`src/rtl/dwrp_pkg.sv`:
```
// Shared types and constants for the dual wheel ramped PID speed controller.
package dwrp_pkg;

  localparam int GAIN_FRAC_BITS = 8;

  localparam int GAIN_W   = 12;
  localparam int STEP_W   = 15;
  localparam int SCALE_W  = 12;
  localparam int SPEED_W  = 16;
  localparam int SUM_W    = 32;
  localparam int ERR_W    = 24;
  localparam int DIFF_W   = ERR_W + 1;
  localparam int PROD_W   = SPEED_W + SCALE_W + 1;
  localparam int MEAS_W   = PROD_W - GAIN_FRAC_BITS;
  localparam int ACC_W    = 46;
  localparam int QUOT_W   = ACC_W - GAIN_FRAC_BITS;
  localparam int CFG_IDX_W  = 3;
  localparam int CFG_DATA_W = 15;

  // register indexes on the configuration port
  localparam logic [CFG_IDX_W-1:0] REG_GAIN_P      = 3'd0;
  localparam logic [CFG_IDX_W-1:0] REG_GAIN_I      = 3'd1;
  localparam logic [CFG_IDX_W-1:0] REG_GAIN_D      = 3'd2;
  localparam logic [CFG_IDX_W-1:0] REG_RAMP_STEP   = 3'd3;
  localparam logic [CFG_IDX_W-1:0] REG_COUNT_SCALE = 3'd4;

  localparam logic signed [GAIN_W-1:0] RST_GAIN_P      = 12'sd128;
  localparam logic signed [GAIN_W-1:0] RST_GAIN_I      = 12'sd77;
  localparam logic signed [GAIN_W-1:0] RST_GAIN_D      = -12'sd51;
  localparam logic [STEP_W-1:0]        RST_RAMP_STEP   = 15'd100;
  localparam logic [SCALE_W-1:0]       RST_COUNT_SCALE = 12'd256;

  // direction codes
  localparam logic [1:0] DIR_STOP = 2'd0;
  localparam logic [1:0] DIR_FWD  = 2'd1;
  localparam logic [1:0] DIR_REV  = 2'd2;

  typedef struct packed {
    logic signed [GAIN_W-1:0] gain_p;
    logic signed [GAIN_W-1:0] gain_i;
    logic signed [GAIN_W-1:0] gain_d;
    logic [STEP_W-1:0]        ramp_step;
    logic [SCALE_W-1:0]       count_scale;
  } cfg_t;

  // one strobe per lane step
  typedef struct packed {
    logic load;
    logic st1;
    logic st2;
    logic st3;
  } lane_ctrl_t;

endpackage

```
`src/rtl/dwrp_lane.sv`:
```
// One wheel lane: setpoint ramp, speed measurement and PID arithmetic over four steps.
module dwrp_lane (
  input  logic                                 clk,
  input  logic                                 rst,
  input  dwrp_pkg::lane_ctrl_t                 ctrl,
  input  dwrp_pkg::cfg_t                       cfg,
  input  logic signed [dwrp_pkg::SPEED_W-1:0]  target,
  input  logic signed [dwrp_pkg::SPEED_W-1:0]  delta,
  output logic signed [dwrp_pkg::SPEED_W-1:0]  drive
);

  localparam int F = dwrp_pkg::GAIN_FRAC_BITS;

  // wheel state
  logic signed [dwrp_pkg::SPEED_W-1:0] setpoint;
  logic signed [dwrp_pkg::SUM_W-1:0]   error_sum;
  logic signed [dwrp_pkg::ERR_W-1:0]   last_error;

  // working registers
  logic signed [dwrp_pkg::SPEED_W-1:0] target_r;
  logic signed [dwrp_pkg::SPEED_W-1:0] delta_r;
  logic signed [dwrp_pkg::PROD_W-1:0]  prod;
  logic signed [dwrp_pkg::ERR_W-1:0]   err_r;
  logic signed [dwrp_pkg::DIFF_W-1:0]  diff_r;
  logic signed [dwrp_pkg::GAIN_W+dwrp_pkg::ERR_W-1:0]  pp;
  logic signed [dwrp_pkg::GAIN_W+dwrp_pkg::SUM_W-1:0]  pi;
  logic signed [dwrp_pkg::GAIN_W+dwrp_pkg::DIFF_W-1:0] pd;

  logic signed [dwrp_pkg::GAIN_W-1:0]  gain_p;
  logic signed [dwrp_pkg::GAIN_W-1:0]  gain_i;
  logic signed [dwrp_pkg::GAIN_W-1:0]  gain_d;
  logic signed [dwrp_pkg::SCALE_W:0]   scale_s;

  logic signed [dwrp_pkg::SPEED_W+1:0] sp_w, tgt_w, step_w, sp_step;
  logic signed [dwrp_pkg::SPEED_W-1:0] setpoint_next;
  logic signed [dwrp_pkg::PROD_W-1:0]  prod_adj;
  logic signed [dwrp_pkg::MEAS_W-1:0]  meas;
  logic signed [31:0]                  err_wide;
  logic signed [dwrp_pkg::ERR_W-1:0]   err;
  logic signed [dwrp_pkg::SUM_W:0]     sum_wide;
  logic signed [dwrp_pkg::SUM_W-1:0]   sum;
  logic signed [dwrp_pkg::ACC_W-1:0]   acc, acc_adj;
  logic signed [dwrp_pkg::QUOT_W-1:0]  quot;

  assign gain_p  = cfg.gain_p;
  assign gain_i  = cfg.gain_i;
  assign gain_d  = cfg.gain_d;
  assign scale_s = $signed({1'b0, cfg.count_scale});

  // ramp toward the target, clipped so it never overshoots
  always_comb begin
    sp_w   = (dwrp_pkg::SPEED_W+2)'(setpoint);
    tgt_w  = (dwrp_pkg::SPEED_W+2)'(target_r);
    step_w = $signed({3'b000, cfg.ramp_step});
    sp_step = sp_w;
    if (sp_w > tgt_w) begin
      sp_step = sp_w - step_w;
      if (sp_step < tgt_w) sp_step = tgt_w;
    end else if (sp_w < tgt_w) begin
      sp_step = sp_w + step_w;
      if (sp_step > tgt_w) sp_step = tgt_w;
    end
    setpoint_next = sp_step[dwrp_pkg::SPEED_W-1:0];
  end

  // measured speed, truncated toward zero, then error and integral with saturation
  always_comb begin
    prod_adj = prod + $signed({{(dwrp_pkg::PROD_W-F){1'b0}}, {F{prod[dwrp_pkg::PROD_W-1]}}});
    meas     = prod_adj[dwrp_pkg::PROD_W-1:F];
    err_wide = 32'(setpoint) - 32'(meas);
    if (err_wide > 32'sd8388607)       err = 24'sh7FFFFF;
    else if (err_wide < -32'sd8388608) err = 24'sh800000;
    else                               err = err_wide[dwrp_pkg::ERR_W-1:0];
    sum_wide = (dwrp_pkg::SUM_W+1)'(error_sum) + (dwrp_pkg::SUM_W+1)'(err);
    if (sum_wide[dwrp_pkg::SUM_W] != sum_wide[dwrp_pkg::SUM_W-1])
      sum = sum_wide[dwrp_pkg::SUM_W] ? 32'sh80000000 : 32'sh7FFFFFFF;
    else
      sum = sum_wide[dwrp_pkg::SUM_W-1:0];
  end

  // sum of the three terms, truncated toward zero and saturated
  always_comb begin
    acc = dwrp_pkg::ACC_W'(pp) + dwrp_pkg::ACC_W'(pi) + dwrp_pkg::ACC_W'(pd);
    acc_adj = acc + $signed({{(dwrp_pkg::ACC_W-F){1'b0}}, {F{acc[dwrp_pkg::ACC_W-1]}}});
    quot = acc_adj[dwrp_pkg::ACC_W-1:F];
    if (quot > dwrp_pkg::QUOT_W'(32767))       drive = 16'sh7FFF;
    else if (quot < -dwrp_pkg::QUOT_W'(32768)) drive = 16'sh8000;
    else                                       drive = quot[dwrp_pkg::SPEED_W-1:0];
  end

  always_ff @(posedge clk) begin
    if (rst) begin
      setpoint   <= '0;
      error_sum  <= '0;
      last_error <= '0;
    end else begin
      if (ctrl.st1) begin
        setpoint <= setpoint_next;
        if (target_r == '0) begin
          error_sum  <= '0;
          last_error <= '0;
        end
      end
      if (ctrl.st2) begin
        error_sum  <= sum;
        last_error <= err;
      end
    end
  end

  always_ff @(posedge clk) begin
    if (ctrl.load) begin
      target_r <= target;
      delta_r  <= delta;
    end
    if (ctrl.st1) prod <= delta_r * scale_s;
    if (ctrl.st2) begin
      err_r  <= err;
      diff_r <= dwrp_pkg::DIFF_W'(err) - dwrp_pkg::DIFF_W'(last_error);
    end
    // error_sum already holds the new integral here
    if (ctrl.st3) begin
      pp <= gain_p * err_r;
      pi <= gain_i * error_sum;
      pd <= gain_d * diff_r;
    end
  end

endmodule

```
`config.mk`:
```
export PLATFORM = sky130hd
export DESIGN_NAME = dwrp_lane
export DESIGN_NICKNAME = d
export VERILOG_FILES = /design/src/rtl/dwrp_pkg.sv /design/src/rtl/dwrp_lane.sv
export SDC_FILE = /design/constraint.sdc
export NUM_CORES = 2
export LEC_CHECK = 0
export BUFFER_PORTS_ARGS = -buffer_cell sky130_fd_sc_hd__buf_2
export CORE_MARGIN = 10
export CORE_UTILIZATION = 50
export DETAILED_ROUTE_END_ITERATION = 12
export PLACE_DENSITY = 0.64
export SLEW_MARGIN = 10
export SYNTH_ARGS = -nofsm -noshare
export SYNTH_HDL_FRONTEND = slang
export SYNTH_SLANG_ARGS = --single-unit
```
`constraint.sdc`:
```
create_clock -name clk -period 11.6 [get_ports clk]
set_input_delay 1.74 -clock clk [delete_from_list [all_inputs] [get_ports clk]]
set_output_delay 1.74 -clock clk [all_outputs]
set_load 0.05 [all_outputs]
```
; ---- Yosys cells after proc, flatten, opt, wreduce, memory -nomap -nowiden
; Index checks and enable logic that the tools add are counted.
; Widths: inputs -> output; s select.
[op_classes]
n_reduce_logical = 6
magnitude_cmp = 8
n_addsub = 9
multipliers = 4
n_eq_ne = 1
mux = 16
[op_table]
columns = cell, n
row1 = $mux 32, 5
row2 = $mux 24, 5
row3 = $mux 16, 6
row4 = $add 45x37->46, 1
row5 = $add 46x9->46, 1
row6 = $add 36x44->45, 1
row7 = $mul 12x32->44, 1
row8 = $gt 38x16->1 const B, 1
row9 = $lt 38x16->1 const B, 1
row10 = $mul 12x25->37, 1
row11 = $mul 12x24->36, 1
row12 = $add 32x24->33, 1
row13 = $add 29x9->29, 1
row14 = $mul 16x13->29, 1
row15 = $sub 24x24->25, 1
row16 = $gt 22x24->1 const B, 1
row17 = $lt 22x24->1 const B, 1
row18 = $sub 16x21->22, 1
row19 = $add 16x16->17, 1
row20 = $gt 17x16->1, 1
row21 = $lt 17x16->1, 1
row22 = $sub 16x16->17, 1
row23 = $gt 16x16->1, 1
row24 = $logic_not 16->1, 1
row25 = other kinds (4), 7
[totals]
elab_cells = 55
reg_bits = 299
inputBits = 101

; ---- Logic depth before layout (Yosys ltp)
[depth]
depth_word = 9
depth_mapped = 37
ltp_nobuf = 37

; ---- Worst setup path after synthesis
; OpenSTA, ideal clock, no wires.
[synth_timing]
path_kind = reg2out
start = reg pp[35] (netlist name)
end = out drive[10] (netlist name)
arrival_time_ns = 6.318
stages_incl_launch_ff = 25
n_path_buf = 3
required_ns = 9.860
setup_slack_ns = 3.542
cell_sequence = edfxtp_1 > fa_1 > ha_1 > clkbuf_1 > nand4_1 > nor4_1 > o211ai_1 > a21oi_1 > inv_1 > ha_1 > o21ai_0 > a21oi_1 > nor2_1 > a21oi_1 > and4_1 > nand4b_2 > or3_1 > buf_2 > nor4_4 > nand4_2 > nor4_2 > xnor2_1 > o41ai_2 > buf_4 > a21oi_1
[synth_via]
elab_chain_cells = 6
[synth_rtl]
columns = element, line
row1 = start: declaration, dwrp_lane.sv:25  ; logic signed [dwrp_pkg::GAIN_W+dwrp_pkg::ERR_W-1:0] pp;
row2 = start signal: assignment, dwrp_lane.sv:123  ; pp <= gain_p * err_r;
row3 = $add 36x44->45 (*), dwrp_lane.sv:83  ; acc = dwrp_pkg::ACC_W'(pp) + dwrp_pkg::ACC_W'(pi) + dwrp_pkg::ACC_W'(pd);
row4 = $add 45x37->46 (*), dwrp_lane.sv:83
row5 = $add 46x9->46 (*), dwrp_lane.sv:84  ; acc_adj = acc + $signed({{(dwrp_pkg::ACC_W-F){1'b0}}, {F{acc[dwrp_pkg::ACC_W-1]}}});
row6 = $lt 38x16->1, dwrp_lane.sv:87  ; else if (quot < -dwrp_pkg::QUOT_W'(32768)) drive = 16'sh8000;
row7 = $mux 16, dwrp_lane.sv:87
row8 = $mux 16 (*), dwrp_lane.sv:86  ; if (quot > dwrp_pkg::QUOT_W'(32767)) drive = 16'sh7FFF;
row9 = end: declaration, dwrp_lane.sv:9  ; output logic signed [dwrp_pkg::SPEED_W-1:0] drive
; Mark *: on every way between the ends. The rest lies on a longest branch, timed or not.

; ---- Final worst setup path
[layout_timing]
start = reg pp[1] (netlist name)
end = out drive[3] (netlist name)
; The elaborated chain is that of the path after synthesis.

==> run metrics <==
Worst Hold Class reg -> reg; Placeable Area between 100000 and 150000 sq um; CP required 9860 ps; CTS root buffer clkbuf_16; die span in x ~370 um; Worst Tran Pin Value 1138 ps; crit path time final approximately 9700 ps; count of cell types in the netlist 95; initial drt markers around 2700; Setup-failing EPs final 0; diodes inserted 0; post-layout util 53.01%; largest family of logic cells by synthesized area adder cells; TNS Setup 0 ps; Num CTS Buffers 37; Max Fclk 103.3 MHz; global-route wire length before repair 251900 um; Syn Nets 8171; Syn Inst Count about 6400; clock transition at the registers of the reported paths ~60 ps; DR WL/cell ~19 um; Hold WS ~480 ps; Slew Limit Fails 0; clock skew 29.60 ps; Overall Global Routing Usage 23.07%; post-synthesis adder-cell area fraction between 40% and 50%; EDFF count, synth 226; slowest stage cell on the critical path o41ai_4; R2R Setup Slk 2480 ps; Post-route DRC 0; Seq/Total Area, Yosys 13.68%; unrepaired setup endpoints after global routing false; Final HPWL DP ~120000 um; worst path buffer plus inverter count 2; CP Launch Type register; CTS sink count 296; part of the cycle the worst path needs 83.49%; flops & latches, synth a little under 300; DR vias roughly 44000; CP peak stage delay approximately 1100 ps; Primary FF master, synth edfxtp_1; top-area cell type share of the netlist area 36.48%; CP arrival 7940 ps; most used cell, CP a21oi_1; CP endpoint kind output port; Synth top cells by count 1205 x inv_1, 1091 x fa_1, 848 x nand2_1, 530 x ha_1, 423 x and2_1; Syn Area/Cell 9.284 sq um; Post-Route WL 152600 um; Post-CTS Setup Bufs 0; Pre-Repair DR Iteration Count 5; GP Congestion 0.9259; top post-synthesis cells by area fa_1 36%, edfxtp_1 11%, ha_1 11%, inv_1 7.6%, nand2_1 5.3%; antenna violations before repair 3; standard-cell rows 126; DRT antenna net count 0; height of the chip 366.0 um; Starting Density 50.50%; Clk Latency, worst-skew pair 590 ps; crit-path max FO 15; final net count 8086; IO Port Bufs 116; async set-or-reset flop fraction in the synthesized netlist 0%; top-count cell post-synth inv_1; YS warnings 0; post-synthesis compound-gate area fraction 9.103%; simple-gate share of the synthesized area 15.96%; Final WS setup 1916 ps; synthesized area 59870 sq um; vias in the first global route 46290; outcome complete, no violations; met2 usage 39.75%; critical path cell sequence fa_1 > ha_1 > fa_1 > a21o_1 > a22o_1 > o21ai_0 > a211oi_1 > o211ai_1 > a21oi_1 > inv_1 > ha_1 > a211o_1 > a21oi_1 > nor2b_1 > o2111ai_1 > a22oi_1 > or3_1 > nor4_4 > a311oi_1 > o21bai_1 > nand4_1 > o41ai_4 > a21oi_1 > buf_2; largest net degree at the start of global routing 85; Hold Vio Cnt, Final 0; die area 134000 sq um; grt total ovfl 0; MaxCap Viol Count 0; mux cell area share after synthesis 0.07105%; hold buffers post-CTS 0; via/cell ratio 5.463; H-tree depth 2; post-CTS sizing 0; post-synth top area cell fa_1; clock buffer depth 3; delay-heaviest family, CP compound AO/OA/AOI/OAI gates; Synth-to-Final Area Change 4.972%; grt peak-use layer met2; post-synthesis xor/xnor area fraction under 10%; IO Pins 117; GR Layer Usage met3 2.274%; pre-CTS WS 2552 ps; CTS tree yes; share of cells above drive strength 1 3.598%; WS Path Type reg -> out; Max transition margin about a quarter; fillers 10940; Global Route met1 Usage between 30% and 40%
## state kept, by name (all words and copies together), names as in the netlist
register	flops
pd	37
pp	36
pi	44
last_error	22
setpoint	16
delta_r	16
err_r	23
target_r	16
error_sum	32
prod	29
diff_r	25
## cell type report
| type | instances | area, sq um | area share (%) |
|---|---|---|---|
| Multi-Input combinational cell | 4695 | 46210 | 73.53 |
| Sequential cell | 296 | 8188 | 13.03 |
| Timing Repair Buffer | 129 | 680.7 | 1.083 |
| Tap cell | 1600 | 2002 | 3.185 |
| Clock inverter | 24 | 292.8 | 0.4658 |
| Inverter | 1205 | 4523 | 7.197 |
| Clock buffer | 44 | 952.2 | 1.515 |
## cell families (layout without fill, tap and decap cells)
| logic type | count (synthesis) | after routing |
|---|---|---|
| AOI/OAI and AO/OA | 804 | 804 |
| xor gates and xnor gates | 304 | 304 |
| adders and majority gates | 1621 | 1621 |
| buffers and inverters | 1458 | 1402 |
| DFF | 296 | 296 |
| muxes | 4 | 4 |
| and+or+nand+nor | 1962 | 1962 |
## final timing paths
path	start	to	depth (start not counted)
max	pp[1]	drive[3]	24
min	last_error[20]	last_error[20]	1
max reg2reg	prod[28]	error_sum[1]	36
min reg2reg	last_error[20]	last_error[20]	1
## worst reg2reg max path: cells and delay by family, from the launching register on
| kind | cells | cell delay (ps) |
|---|---|---|
| adders and majority gates | 4 | 1350 |
| and+or+nand+nor | 9 | 930 |
| xor gates and xnor gates | 3 | 590 |
| AOI/OAI and AO/OA | 20 | 5680 |
| DFF | 1 | 530 |
## stage by stage
| stage | cell area, sq um | cells |
|---|---|---|
| 6_report | 62850 | 7993 |
| 5_1_grt | 62850 | 7993 |
| 4_1_cts | 62850 | 7993 |
| 3_5_place_dp | 61610 | 7925 |
| 3_3_place_gp | 61610 | 7925 |
| 2_1_floorplan | 59870 | 6449 |
## layer usage
layer	vias up	wire, um
li1	20180	-
met1	22140	66910
met2	1125	74280
met3	223	7246
met4	2	4169
met5	-	18
## placed cells by master, fill, tap and decap left out, types with 21 or more instances in the layout
master     instances
inv_1           1205
fa_1            1091
nand2_1          848
ha_1             530
and2_1           423
a21oi_1          232
edfxtp_1         226
xnor2_1          216
nor2_1           211
o21ai_0          126
buf_2            115
nand2b_1         109
xor2_1            87
a21o_1            85
nor3_1            84
nand3_1           71
dfxtp_1           70
o21a_1            47
nor2b_1           45
and3_1            37
or3_1             37
clkbuf_16         37
o21bai_1          32
a221o_1           32
a211oi_1          24
nand4_1           23
a22oi_1           22
a31oi_1           21
Power is left out: the tool's default activity adds up to more than one toggle a clock period on the data nets, which glitch-free logic cannot reach.
