**config.mk**
```make
export PLATFORM = sky130hd
export DESIGN_NAME = dwrp_out
export DESIGN_NICKNAME = d
export VERILOG_FILES = /design/src/rtl/dwrp_pkg.sv /design/src/rtl/dwrp_out.sv
export SDC_FILE = /design/constraint.sdc
export NUM_CORES = 1
export LEC_CHECK = 0
export BUFFER_PORTS_ARGS = -buffer_cell sky130_fd_sc_hd__buf_4
export CAP_MARGIN = 20
export CORE_ASPECT_RATIO = 0.8
export CORE_MARGIN = 1.5
export CORE_UTILIZATION = 35
export DETAILED_ROUTE_END_ITERATION = 6
export PLACE_DENSITY = 0.65
export SYNTH_ARGS = -nofsm -noshare
export SYNTH_HDL_FRONTEND = slang
export SYNTH_SLANG_ARGS = --single-unit
export TNS_END_PERCENT = 50
```
**constraint.sdc**
```tcl
create_clock -name clk -period 3.1 [get_ports clk]
set_input_delay 0.155 -clock clk [delete_from_list [all_inputs] [get_ports clk]]
set_output_delay 0.155 -clock clk [all_outputs]
set_load 0.02 [all_outputs]
```
**src/rtl/dwrp_pkg.sv**
```systemverilog
// Shared types and constants for the dual wheel ramped PID speed controller.
package dwrp_pkg;

  localparam int GAIN_FRAC_BITS = 8;

  localparam int GAIN_W   = 12;
  localparam int STEP_W   = 15;
  localparam int SCALE_W  = 12;
  localparam int SPEED_W  = 16;
  localparam int SUM_W    = 32;
  localparam int ERR_W    = 24;
  localparam int DIFF_W   = ERR_W + 1;
  localparam int PROD_W   = SPEED_W + SCALE_W + 1;
  localparam int MEAS_W   = PROD_W - GAIN_FRAC_BITS;
  localparam int ACC_W    = 46;
  localparam int QUOT_W   = ACC_W - GAIN_FRAC_BITS;
  localparam int CFG_IDX_W  = 3;
  localparam int CFG_DATA_W = 15;

  // register indexes on the configuration port
  localparam logic [CFG_IDX_W-1:0] REG_GAIN_P      = 3'd0;
  localparam logic [CFG_IDX_W-1:0] REG_GAIN_I      = 3'd1;
  localparam logic [CFG_IDX_W-1:0] REG_GAIN_D      = 3'd2;
  localparam logic [CFG_IDX_W-1:0] REG_RAMP_STEP   = 3'd3;
  localparam logic [CFG_IDX_W-1:0] REG_COUNT_SCALE = 3'd4;

  localparam logic signed [GAIN_W-1:0] RST_GAIN_P      = 12'sd128;
  localparam logic signed [GAIN_W-1:0] RST_GAIN_I      = 12'sd77;
  localparam logic signed [GAIN_W-1:0] RST_GAIN_D      = -12'sd51;
  localparam logic [STEP_W-1:0]        RST_RAMP_STEP   = 15'd100;
  localparam logic [SCALE_W-1:0]       RST_COUNT_SCALE = 12'd256;

  // direction codes
  localparam logic [1:0] DIR_STOP = 2'd0;
  localparam logic [1:0] DIR_FWD  = 2'd1;
  localparam logic [1:0] DIR_REV  = 2'd2;

  typedef struct packed {
    logic signed [GAIN_W-1:0] gain_p;
    logic signed [GAIN_W-1:0] gain_i;
    logic signed [GAIN_W-1:0] gain_d;
    logic [STEP_W-1:0]        ramp_step;
    logic [SCALE_W-1:0]       count_scale;
  } cfg_t;

  // one strobe per lane step
  typedef struct packed {
    logic load;
    logic st1;
    logic st2;
    logic st3;
  } lane_ctrl_t;

endpackage

```
**src/rtl/dwrp_out.sv**
```systemverilog
// Merge stage: direction and PWM from both lanes' drives, held in the output register.
module dwrp_out (
  input  logic                                clk,
  input  logic                                rst,
  input  logic                                load,
  input  logic signed [dwrp_pkg::SPEED_W-1:0] lane_drive_right,
  input  logic signed [dwrp_pkg::SPEED_W-1:0] lane_drive_left,
  input  logic                                out_stall,
  output logic                                out_valid,
  output logic signed [dwrp_pkg::SPEED_W-1:0] drive_right,
  output logic signed [dwrp_pkg::SPEED_W-1:0] drive_left,
  output logic [7:0]                          pwm_right,
  output logic [7:0]                          pwm_left,
  output logic [1:0]                          dir_right,
  output logic [1:0]                          dir_left
);

  logic [dwrp_pkg::SPEED_W:0] mag_right, mag_left;
  logic [7:0] pwm_right_next, pwm_left_next;
  logic [1:0] dir_right_next, dir_left_next;

  always_comb begin
    mag_right = lane_drive_right[dwrp_pkg::SPEED_W-1]
              ? (dwrp_pkg::SPEED_W+1)'(-(dwrp_pkg::SPEED_W+1)'(lane_drive_right))
              : (dwrp_pkg::SPEED_W+1)'(lane_drive_right);
    mag_left  = lane_drive_left[dwrp_pkg::SPEED_W-1]
              ? (dwrp_pkg::SPEED_W+1)'(-(dwrp_pkg::SPEED_W+1)'(lane_drive_left))
              : (dwrp_pkg::SPEED_W+1)'(lane_drive_left);
    pwm_right_next = (mag_right > 17'd255) ? 8'd255 : mag_right[7:0];
    pwm_left_next  = (mag_left > 17'd255) ? 8'd255 : mag_left[7:0];
    if (lane_drive_right == '0)                        dir_right_next = dwrp_pkg::DIR_STOP;
    else if (lane_drive_right[dwrp_pkg::SPEED_W-1])    dir_right_next = dwrp_pkg::DIR_REV;
    else                                               dir_right_next = dwrp_pkg::DIR_FWD;
    if (lane_drive_left == '0)                         dir_left_next = dwrp_pkg::DIR_STOP;
    else if (lane_drive_left[dwrp_pkg::SPEED_W-1])     dir_left_next = dwrp_pkg::DIR_REV;
    else                                               dir_left_next = dwrp_pkg::DIR_FWD;
  end

  always_ff @(posedge clk) begin
    if (rst) begin
      out_valid <= 1'b0;
    end else if (load) begin
      out_valid <= 1'b1;
    end else if (!out_stall) begin
      out_valid <= 1'b0;
    end
  end

  always_ff @(posedge clk) begin
    if (load) begin
      drive_right <= lane_drive_right;
      drive_left  <= lane_drive_left;
      pwm_right   <= pwm_right_next;
      pwm_left    <= pwm_left_next;
      dir_right   <= dir_right_next;
      dir_left    <= dir_left_next;
    end
  end

endmodule

```
## Word-level counts from Yosys, hierarchy flattened

Index checks and enable logic that the tools add are counted.

| operators by class | value |
|---|---|
| magnitude comparators | 2 |
| mux-type cells | 6 |
| $add $sub $neg | 2 |
| reductions and logical operators | 2 |
| equality and inequality tests | 1 |

Operator list:

| operator | number |
|---|---|
| $gt A17 B8 Y1 const B | 2 |
| $mux W17 | 2 |
| $neg A16 Y17 | 2 |
| $logic_not A16 Y1 | 2 |
| $mux W2 | 2 |
| $mux W1 | 2 |
| $ne A2 B2 Y1 const B | 1 |

| storage, ports and cells | value |
|---|---|
| register bits after elaboration | 53 |

## Longest topological paths before layout

Gate-level depths: netlist (run 1).

| logic depth | value |
|---|---|
| depth after elaboration | 3 |
| mapped depth | 9 |
| gate-level depth less buffers | 8 |

## Least setup slack after synthesis (run 1)

OpenSTA, ideal clock, no wires.

| timing path | value |
|---|---|
| kind | in2reg |
| start point | input lane_drive_right[1] in the netlist's numbering |
| end point | register pwm_right[1], data pin |
| data required time | 2.832 ns |
| cell stages on the path | 9 |
| path slack | 0.891 ns |
| arrival time | 1.942 ns |
| cell sequence | inv_1 -> ha_1 -> or4b_4 -> nor4b_2 -> nor2_1 -> a2111oi_0 -> and4bb_1 -> buf_6 -> o211ai_4 |

| on the way | value |
|---|---|
| cells in the longest elaborated chain, start to end | 3 |

RTL lines:

| element | RTL line | text |
|---|---|---|
| from (decl) | dwrp_out.sv:6 | `input logic signed [dwrp_pkg::SPEED_W-1:0] lane_drive_right,` |
| $neg A16 Y17 | dwrp_out.sv:24 | `? (dwrp_pkg::SPEED_W+1)'(-(dwrp_pkg::SPEED_W+1)'(lane_drive_right))` |
| $mux W17 * | dwrp_out.sv:24 |  |
| $gt A17 B8 Y1 | dwrp_out.sv:29 | `pwm_right_next = (mag_right > 17'd255) ? 8'd255 : mag_right[7:0];` |
| to (signal assigned) | dwrp_out.sv:53 | `pwm_right <= pwm_right_next;` |
| to (decl) | dwrp_out.sv:12 | `output logic [7:0] pwm_right,` |

Mark *: on every way between the ends. The rest lies on a longest branch, timed or not.
A chain may end at the register's enable or synchronous reset.

## Worst setup path after layout (run 1)

Same ends and word-level chain as after synthesis.

==> results of run 1 <==
worst max-delay path by stage:
stage	endpoint	cells after the start	from	slack, ps
6_report	pwm_right[1]	9	lane_drive_right[1]	760
5_1_grt	pwm_right[4]	9	lane_drive_right[1]	520
4_1_cts	pwm_right[1]	9	lane_drive_right[1]	760
3_5_place_dp	pwm_right[1]	9	lane_drive_right[1]	470
3_3_place_gp	pwm_right[1]	9	lane_drive_right[1]	550
2_1_floorplan	pwm_right[1]	9	lane_drive_right[1]	890
metal layers:
| metal | track usage | routed length [µm] | vias up |
|---|---|---|---|
| met5 | 0 | 0 | - |
| met4 | 0.0397 | 39 | 0 |
| met3 | 0.0397 | 388 | 2 |
| met2 | 0.220 | 2480 | 74 |
| met1 | 0.212 | 2370 | 826 |
| li1 | - | - | 898 |
where the power goes:
part	total, W	switching, W	internal (W)
registers	0.000854	0.0000131	0.000841
logic	0.000287	0.000167	0.000120
clock network	0.000549	0.000224	0.000325
through the flow:
step           total power (W)  cell area, µm²
2_1_floorplan          0.00100            2410
3_3_place_gp           0.00116            3150
3_5_place_dp           0.00116            3150
4_1_cts                0.00171            3300
5_1_grt                0.00176            3300
6_report               0.00169            3300
placed cells by master, fill, tap and decap left out, types with 2 or more instances in the layout:
cell type	synthesis	final
a2111oi_0	2	2
a21oi_1	6	6
a31oi_1	3	3
a41oi_1	2	2
buf_4	0	88
bufinv_16	0	2
clkbuf_8	0	5
edfxtp_1	52	52
ha_1	2	2
inv_1	7	7
nand2_1	21	21
nand2b_1	2	2
nand3_1	12	12
nand4b_1	3	3
nor2_1	16	16
nor2b_1	3	3
nor3_1	9	9
nor4_1	2	2
o21ai_0	5	5
o31ai_1	3	3
xnor2_1	4	4
xor2_1	9	9
what timing repair did:
action | 4_1_cts | 5_1_grt
endpoints found under the hold margin | 1 | 0
hold buffers | 1 | 0
buffers inserted | 0 | 0
final cells by class:
class / count / area [µm²] / area share
clock buffers: 5 / 68.8 / 0.0209
clock inverters: 3 / 68.8 / 0.0209
inverters: 7 / 26.3 / 0.00797
multi-input cells: 123 / 774 / 0.235
flip-flops and latches: 53 / 1580 / 0.480
well taps: 84 / 105 / 0.0319
repair buffers: 89 / 671 / 0.203
worst reg2reg max path, cell delays in order (launching register included):
cell and delay, ps:
dfxtp_1 320, a21oi_1 120, nor2_1 50
flip-flops by register name (all words and copies together) (netlist names):
| signal | flops |
|---|---|
| drive_left | 16 |
| drive_right | 16 |
| pwm_left | 8 |
| pwm_right | 8 |
| dir_left | 2 |
| dir_right | 2 |
| out_valid | 1 |
cell families (layout without fill, tap and decap cells):
group,Yosys count,count (layout)
compound gates,28,28
fa+ha+maj,2,2
xor+xnor,13,13
simple gates,80,80
buf+inv,13,104
flops,53,53
==> impl_metrics.py, run 1 <==
metrics = {
    "outcome": {
        "run_status": "finished, final reports clean",
    },
    "setup_path": {
        "worst-endpoint-arrival_ps": 2390,
        "critPathKind": "input pin to flop",
        "top_fanout_value_on_the_critical_path": 8,
        "critPathSlowestCell": "or4b_4",
        "timing.critical_path.from_type": "input pin",
        "timing.critical_path.cells": "buf_4, inv_1, ha_1, or4b_4, nor4b_2, nor2_1, a2111oi_0, and4bb_1, o211ai_4",
        "ff2ff_setup_slack_ps": 2520,
        "crit-reg2reg-launch": "out_valid",
        "cell_family_with_the_largest_share_of_critical_path_delay": "simple AND/OR/NAND/NOR gates",
        "r2r_cells": 2,
        "cp_slowest_stage_delay_ps": 500,
        "end_kind": "flop",
        "critical_path.n_buffers_inverters": 2,
        "worst_r2r_endpoint": "out_valid",
        "cp.required_ps": 3150,
    },
    "synth": {
        "ys_async_sr_fraction": 0,
        "synthAdderAreaFrac": 0.0104,
        "post_synth_instance_area_um2": 2410,
        "post_synth_most_frequent_cells": "52 x edfxtp_1, 21 x nand2_1, 16 x nor2_1",
        "postSynthAreaPerCell_um2": 12.8,
        "synth-xor-area-share": 0.0472,
        "syn_nets": 227,
        "synth_most_common_cell": "edfxtp_1",
        "dominantRegCellSynth": "edfxtp_1",
        "synthTopCellsByArea": "edfxtp_1 65%, nand2_1 3.3%, xor2_1 3.3%",
        "synth-edff-count": 52,
        "seq_area_frac_synth": 0.656,
        "synth_simple_gate_area_share": 0.179,
        "netlist.top_cell.by_area": "edfxtp_1",
        "synthesis.instances": 189,
        "synth_compound_area_frac": 0.0840,
        "muxShareOfSynthArea": 0,
        "ys.warnings.count": 0,
        "synth_top_family_by_area": "simple AND/OR/NAND/NOR gates",
        "ys_ff_latch": 53,
        "post_synth_num_cell_types": 41,
        "yosysTopAreaCellShare": 0.647,
    },
    "place": {
        "place_inst": 355,
        "gp_congestion": 0.827,
        "dp_worst_setup_slack_ps": 467,
        "port_buffers": 88,
        "dp_hpwl_mm": 3.94,
    },
    "detailed_routing": {
        "drt_pre_antenna_iters": 4,
        "via_count": 1800,
        "avgViaCountPerCell": 4.95,
        "first_iteration_detailed_routing_drc_count": 121,
        "ant_nets": 0,
        "drc_errors": 0,
        "wl_per_cell_um": 14.5,
        "route.final.wire_length_mm": 5.27,
    },
    "timing": {
        "hold-worst-slack_ps": 50.9,
        "timing.final.max_slew_violations": 0,
        "report.final.setup_viol": 0,
        "timing.fmax_mhz": 427,
        "period_share": 0.755,
        "final.min_clock_period_ps": 2340,
        "number_of_hold_violations_in_the_final_report": 0,
        "tightestPinTransition_ps": 659,
        "max_slew_margin": 0.557,
        "layout_setup_ws_ps": 759,
        "worst_clock_skew_ps": 0,
        "setup_total_negative_slack_ps": 0,
        "rsz0062_at_grt": "no",
    },
    "global_route": {
        "grt_pass1_wl_mm": 8.31,
        "grt_max_degree": 54,
        "number_of_antenna_violations_at_the_first_check_in_global_routing": 0,
        "grt_overflow_total": 0,
        "via_count_of_the_first_global_routing_pass": 1645,
        "grt_util_all_layers": 0.148,
    },
    "clock_network": {
        "clk_latency_ps": 300,
        "number_of_clock_buffers_inserted_by_tritoncts": 5,
        "clockBufferDepth": 2,
        "cts_root_buffer": "clkbuf_8",
        "cts.sinks": 53,
        "cts_tree": "done",
        "cts.htree.levels": 2,
        "clock_slew_at_reported_path_ffs_ps": 90,
        "cts_repair_resize_count": 0,
    },
    "power_and_ir_drop": {
        "power_per_cell_area_nw_per_um2": 513,
        "vdd_ir_drop_max_uv": 288,
        "power_leakage_nw": 1.27,
    },
    "die": {
        "core-area_um2": 6540,
        "floorplan.die_area_um2": 7400,
        "placement_rows": 26,
        "initial_core_utilization": 0.369,
        "dieWidth_um": 95.8,
        "dieHeight_um": 77.3,
        "boundaryPins": 89,
    },
    "final_layout": {
        "finish.cell_count_without_fillers": 364,
        "share_of_the_core_filled_with_cells_in_the_final_layout": 0.504,
        "insertedDiodeCount": 0,
        "n_fill_cell": 592,
        "post_route_cells_drive_above_1_share": 0.368,
        "nets": 317,
        "layout-area-overhead-vs-synth_pct": 36.6,
    },
    "flow_run": {
        "cap_violations": 0,
    },
    "worst_hold_path": {
        "min_from": "lane_drive_right[0]",
        "hp-class": "input pin to flop",
        "worst_hold_path.num_cells": 1,
        "timing.hold.worst_endpoint": "drive_right[0]",
    },
}
(Power assumes the default switching activity.)
==> inputs of run 2 (changes only) <==
Settings changed: PLACE_DENSITY 0.65 to 0.67.
Clock period 3.1 ns to 2.11 ns, I/O delays scaled along.
==> run 2 against run 1 <==
Die area unchanged. Utilization up 2.9 points. Global-route usage grew 0.92 points. Worst hold slack lost 31 ps. Clock power grew 26%. Clock skew unchanged. First-iteration DRC count is 21% lower. Final area up 5.8%. Critical path depth rose by 1. Setup slack got worse by 740 ps. Critical path type unchanged. Highest routed layer unchanged.
==> impl_metrics.py, run 2 (same netlist as run 1, synthesis figures left out) <==
metrics = {
    "outcome": {
        "run_status": "finished, final reports clean",
    },
    "place": {
        "dp_hpwl_mm": 4.19,
        "dp_worst_setup_slack_ps": -251,
        "placed_area_um2": 3320,
        "gp_congestion": 0.799,
        "port_buffers": 88,
    },
    "setup_path": {
        "worst-endpoint-arrival_ps": 2150,
        "end_kind": "flop",
        "cp_slowest_stage_delay_ps": 500,
        "timing.critical_path.from_type": "input pin",
        "critPathSlowestCell": "or4b_4",
        "top_fanout_value_on_the_critical_path": 8,
        "timing.critical_path.mode_cell": "buf_4",
        "critPathKind": "input pin to flop",
        "cp.required_ps": 2170,
        "ff2ff_setup_slack_ps": 1520,
        "timing.critical_path.cells": "buf_4, inv_1, ha_2, or4b_4, nor4b_4, nor2_1, a2111oi_1, and4bb_1, buf_4, o211ai_4",
    },
    "die": {
        "placement_rows": 26,
        "boundaryPins": 89,
        "dieHeight_um": 77.3,
        "initial_core_utilization": 0.369,
        "core-area_um2": 6540,
        "dieWidth_um": 95.8,
        "floorplan.die_area_um2": 7400,
    },
    "timing": {
        "period_share": 0.990,
        "max_slew_margin": 0.546,
        "final.min_clock_period_ps": 2090,
        "report.final.setup_viol": 0,
        "setup_total_negative_slack_ps": 0,
        "timing.final.max_slew_violations": 0,
        "worst_clock_skew_ps": 0,
        "layout_setup_ws_ps": 20.8,
        "timing.fmax_mhz": 479,
        "tightestPinTransition_ps": 681,
        "number_of_hold_violations_in_the_final_report": 0,
    },
    "final_layout": {
        "largestRegisters": "drive_left x16, drive_right x16",
        "insertedDiodeCount": 0,
        "layout_common_cells": "109 x buf_4, 52 x edfxtp_1, 21 x nand2_1, 15 x nor2_1, 12 x nand3_1",
        "layout.cells.most_common": "buf_4",
        "nets": 342,
        "layout-area-overhead-vs-synth_pct": 44.6,
        "layout.cell_area.non_filler_um2": 3490,
        "share_of_the_core_filled_with_cells_in_the_final_layout": 0.533,
        "post_route_cells_drive_above_1_share": 0.410,
    },
    "clock_network": {
        "number_of_clock_buffers_inserted_by_tritoncts": 5,
        "cts.sinks": 53,
        "cts.htree.levels": 2,
        "cts_tree": "done",
        "clock_slew_at_reported_path_ffs_ps": 100,
        "clockBufferDepth": 2,
        "postCtsSetupRepairBufs": 0,
        "cts_root_buffer": "clkbuf_8",
        "clk_latency_ps": 290,
    },
    "global_route": {
        "number_of_antenna_violations_at_the_first_check_in_global_routing": 0,
        "grt_pass1_wl_mm": 8.89,
        "grt_max_degree": 54,
        "grt_util_all_layers": 0.157,
        "grt_overflow_total": 0,
        "via_count_of_the_first_global_routing_pass": 1737,
    },
    "detailed_routing": {
        "wl_met3_um": 264,
        "via_count": 1881,
        "drc_errors": 0,
        "first_iteration_detailed_routing_drc_count": 95,
        "drt_pre_antenna_iters": 4,
        "route.final.wire_length_mm": 5.69,
        "met2_wirelength_mm": 2.63,
        "ant_nets": 0,
        "topRoutingLayerUsed": "met4",
        "wl_per_cell_um": 14.6,
        "wl_met1_mm": 2.75,
        "avgViaCountPerCell": 4.84,
    },
    "worst_hold_path": {
        "hp-class": "input pin to flop",
    },
    "power_and_ir_drop": {
        "power_w": 0.00241,
        "power_per_cell_area_nw_per_um2": 690,
        "power_leakage_nw": 1.39,
        "vdd_ir_drop_max_uv": 355,
    },
    "flow_run": {
        "cap_violations": 0,
    },
}
==> run 2: changes by cell type in the layout (fill, tap and decap cells not counted), sizes merged <==
cell,change
buf,+21
clkinv,+1
bufinv,-1
inv,-1
dlygate4sd3,+4
clkbuf,+1
==> run 2: path summary, 6_finish.rpt <==
path / cells after the start / from / to
min reg2reg: 2 / out_valid / out_valid
max: 10 / lane_drive_right[1] / pwm_right[1]
max reg2reg: 2 / out_valid / out_valid
min: 1 / lane_drive_right[3] / drive_right[3]
==> run 2: through the flow <==
stage	hold WS, ps	instances
after floorplan	178	189
after global placement	261	376
after detailed placement	271	376
after CTS	1.46	386
after global routing	0.778	389
final	19.5	389
==> run 2: final cells by class <==
cell class	count	area, µm²
Fill cell	601	3050
Sequential cell	53	1580
Timing Repair Buffer	114	868
Multi-Input combinational cell	123	796
Tap cell	84	105
Clock buffer	6	72.6
Clock inverter	2	38.8
Inverter	7	26.3
==> run 2: critical path: cells and delay by family <==
| family | cells | cell delay (ps) |
|---|---|---|
| adder cells (fa/ha/maj) | 1 | 180 |
| buffers and inverters | 3 | 360 |
| AO/OA/AOI/OAI | 2 | 400 |
| AND/OR/NAND/NOR | 4 | 1110 |
==> run 2: routing by layer <==
layer / track usage / vias to the layer above
li1: - / 945
met1: 0.235 / 882
met2: 0.224 / 50
met3: 0.0367 / 4
met4: 0.0471 / 0
met5: 0 / -
==> run 2: power by group <==
group	internal, W	total, W	switching [W]
combinational	0.000202	0.000459	0.000257
clock	0.000357	0.000691	0.000334
sequential	0.00124	0.00126	0.0000209
==> run 2: what timing repair did <==
action                     in CTS  in global routing
hold endpoints to repair        2                  3
setup endpoints to repair       0                 12
hold buffers                    2                  3
gates resized for setup         0                  3
==> inputs of run 3 (changes only) <==
Settings changed: REMOVE_ABC_BUFFERS set to 1.
==> run 3 against run 2 <==
Clock skew did not move. Highest routed layer unchanged. Critical endpoint is now pwm_left[1]. Via count rose by 4.5%. Critical path depth fell by 1. Largest cell class unchanged. Combinational power rose by 3%. Die area did not move.
==> impl_metrics.py, run 3 (same netlist as run 1, synthesis figures left out) <==
metrics = {
    "final_layout": {
        "n_fill_cell": 555,
        "largestRegisters": "drive_left x16, drive_right x16",
        "share_of_the_core_filled_with_cells_in_the_final_layout": 0.544,
        "layout_common_cells": "109 x buf_4, 52 x edfxtp_1, 21 x nand2_1, 16 x nor2_1, 12 x nand3_1",
        "area.sequential_um2": 1580,
        "finish.cell_count_without_fillers": 396,
        "post_route_cells_drive_above_1_share": 0.420,
        "layout-area-overhead-vs-synth_pct": 47.5,
        "nets": 349,
        "insertedDiodeCount": 0,
        "multi_input_area_um2": 811,
        "layout.cells.most_common": "buf_4",
    },
    "worst_hold_path": {
        "worst_hold_path.num_cells": 1,
        "timing.hold.worst_endpoint": "drive_right[13]",
        "min_from": "lane_drive_right[13]",
        "hp-class": "input pin to flop",
    },
    "setup_path": {
        "critPathKind": "input pin to flop",
        "end_kind": "flop",
        "timing.critical_path.from_type": "input pin",
        "worst-endpoint-arrival_ps": 2060,
        "r2r_cells": 2,
        "worst_r2r_endpoint": "out_valid",
        "crit-reg2reg-launch": "out_valid",
        "cp.required_ps": 2170,
        "ff2ff_setup_slack_ps": 1510,
        "top_fanout_value_on_the_critical_path": 8,
    },
    "power_and_ir_drop": {
        "vdd_ir_drop_max_uv": 328,
        "power_per_cell_area_nw_per_um2": 656,
        "internal_power_w": 0.00169,
        "switching_share": 0.276,
        "power_w": 0.00233,
        "clock_power_share": 0.259,
        "power_leakage_nw": 1.41,
        "power_frac_seq": 0.539,
        "comb_power_share": 0.202,
        "p_switching_w": 0.000644,
    },
    "timing": {
        "hold-worst-slack_ps": 12.2,
        "max_slew_margin": 0.542,
        "report.final.setup_viol": 0,
        "tightestPinTransition_ps": 687,
        "setup_total_negative_slack_ps": 0,
        "period_share": 0.948,
        "rsz0062_at_grt": "no",
        "timing.fmax_mhz": 500,
        "worst_clock_skew_ps": 0,
        "final.min_clock_period_ps": 2000,
        "number_of_hold_violations_in_the_final_report": 0,
        "timing.final.max_slew_violations": 0,
    },
    "global_route": {
        "grt_max_degree": 54,
        "grt_overflow_total": 0,
        "grt_pass1_wl_mm": 9.02,
        "grt_util_all_layers": 0.160,
        "via_count_of_the_first_global_routing_pass": 1752,
        "number_of_antenna_violations_at_the_first_check_in_global_routing": 0,
    },
    "die": {
        "core-area_um2": 6540,
        "dieHeight_um": 77.3,
        "placement_rows": 26,
        "initial_core_utilization": 0.369,
        "boundaryPins": 89,
        "floorplan.die_area_um2": 7400,
        "dieWidth_um": 95.8,
    },
    "place": {
        "place_inst": 376,
        "port_buffers": 88,
        "gp_congestion": 0.862,
        "dp_hpwl_mm": 4.16,
    },
    "clock_network": {
        "clockBufferDepth": 2,
        "number_of_clock_buffers_inserted_by_tritoncts": 5,
        "cts.htree.levels": 2,
        "cts_root_buffer": "clkbuf_8",
        "cts_tree": "done",
        "clock_slew_at_reported_path_ffs_ps": 110,
        "clk_latency_ps": 300,
        "cts.sinks": 53,
    },
    "detailed_routing": {
        "drt_pre_antenna_iters": 5,
        "route.final.wire_length_mm": 5.91,
        "via_count": 1965,
        "ant_nets": 0,
        "first_iteration_detailed_routing_drc_count": 83,
        "wl_per_cell_um": 14.9,
        "avgViaCountPerCell": 4.96,
        "drc_errors": 0,
    },
    "outcome": {
        "run_status": "finished, final reports clean",
    },
    "flow_run": {
        "cap_violations": 0,
    },
}
## run 3: cell types whose count changed in the layout (fill, tap and decap cells not counted), moves of 2 or more
cell / previous run / this run
dlygate4sd3_1: 5 / 11
inv_1: 7 / 5
inv_2: 0 / 2
inv_6: 0 / 2
nor3_2: 0 / 2
## run 3: worst max path at each step
stage	start	to	slack, ps	cells after the start
floorplan	lane_drive_right[1]	pwm_right[1]	-110	8
global placement	lane_drive_right[0]	pwm_right[1]	-180	10
detailed placement	lane_drive_right[0]	pwm_right[7]	-400	10
CTS	lane_drive_left[7]	pwm_left[1]	10	9
global route	lane_drive_right[1]	pwm_right[7]	10	10
finish	lane_drive_left[5]	pwm_left[1]	110	9
## run 3: critical path, cell delays in order
cell and delay [ps]:
dlygate4sd3_1 540, buf_4 160, nor4_4 380, nand4b_1 160
xnor2_1 160, a21oi_1 90, nor3_2 150, buf_4 180
o2111ai_1 120
## run 3: per-layer routing
metal | GRT usage | part of all wire | up-vias
met5 | 0 | 0 | -
met4 | 0.0441 | 0.0086 | 0
met3 | 0.0248 | 0.045 | 5
met2 | 0.243 | 0.47 | 64
met1 | 0.237 | 0.48 | 933
li1 | - | - | 963
## run 3: power groups by stage
stage	sequential, W	clock [W]	combinational, W
after floorplan	0.00138	0	0.0000803
after global placement	0.00128	0	0.000444
after CTS	0.00126	0.000630	0.000470
final	0.00126	0.000606	0.000471
after detailed placement	0.00128	0	0.000448
after global routing	0.00127	0.000651	0.000504
## run 3: per-stage QoR
step | setup slack, ps | instance area, µm²
after floorplan | -114 | 2380
after global placement | -178 | 3310
after detailed placement | -403 | 3310
after CTS | 12.8 | 3540
after global routing | 14.4 | 3560
final | 110 | 3560
## run 3: what timing repair did
item	4_1_cts	5_1_grt
buffers inserted	1	0
pin swaps	4	1
hold buffers	11	0
hold endpoints to repair	11	0
gates resized for setup	7	3
setup endpoints to repair	8	16
## run 3: final cells by class
class                   count  share of cell area
clock buffers               5              0.0193
clock inverters             3             0.00703
inverters                   7             0.00739
multi-input cells         123               0.228
flip-flops and latches     53               0.445
well taps                  84              0.0295
repair buffers            121               0.264
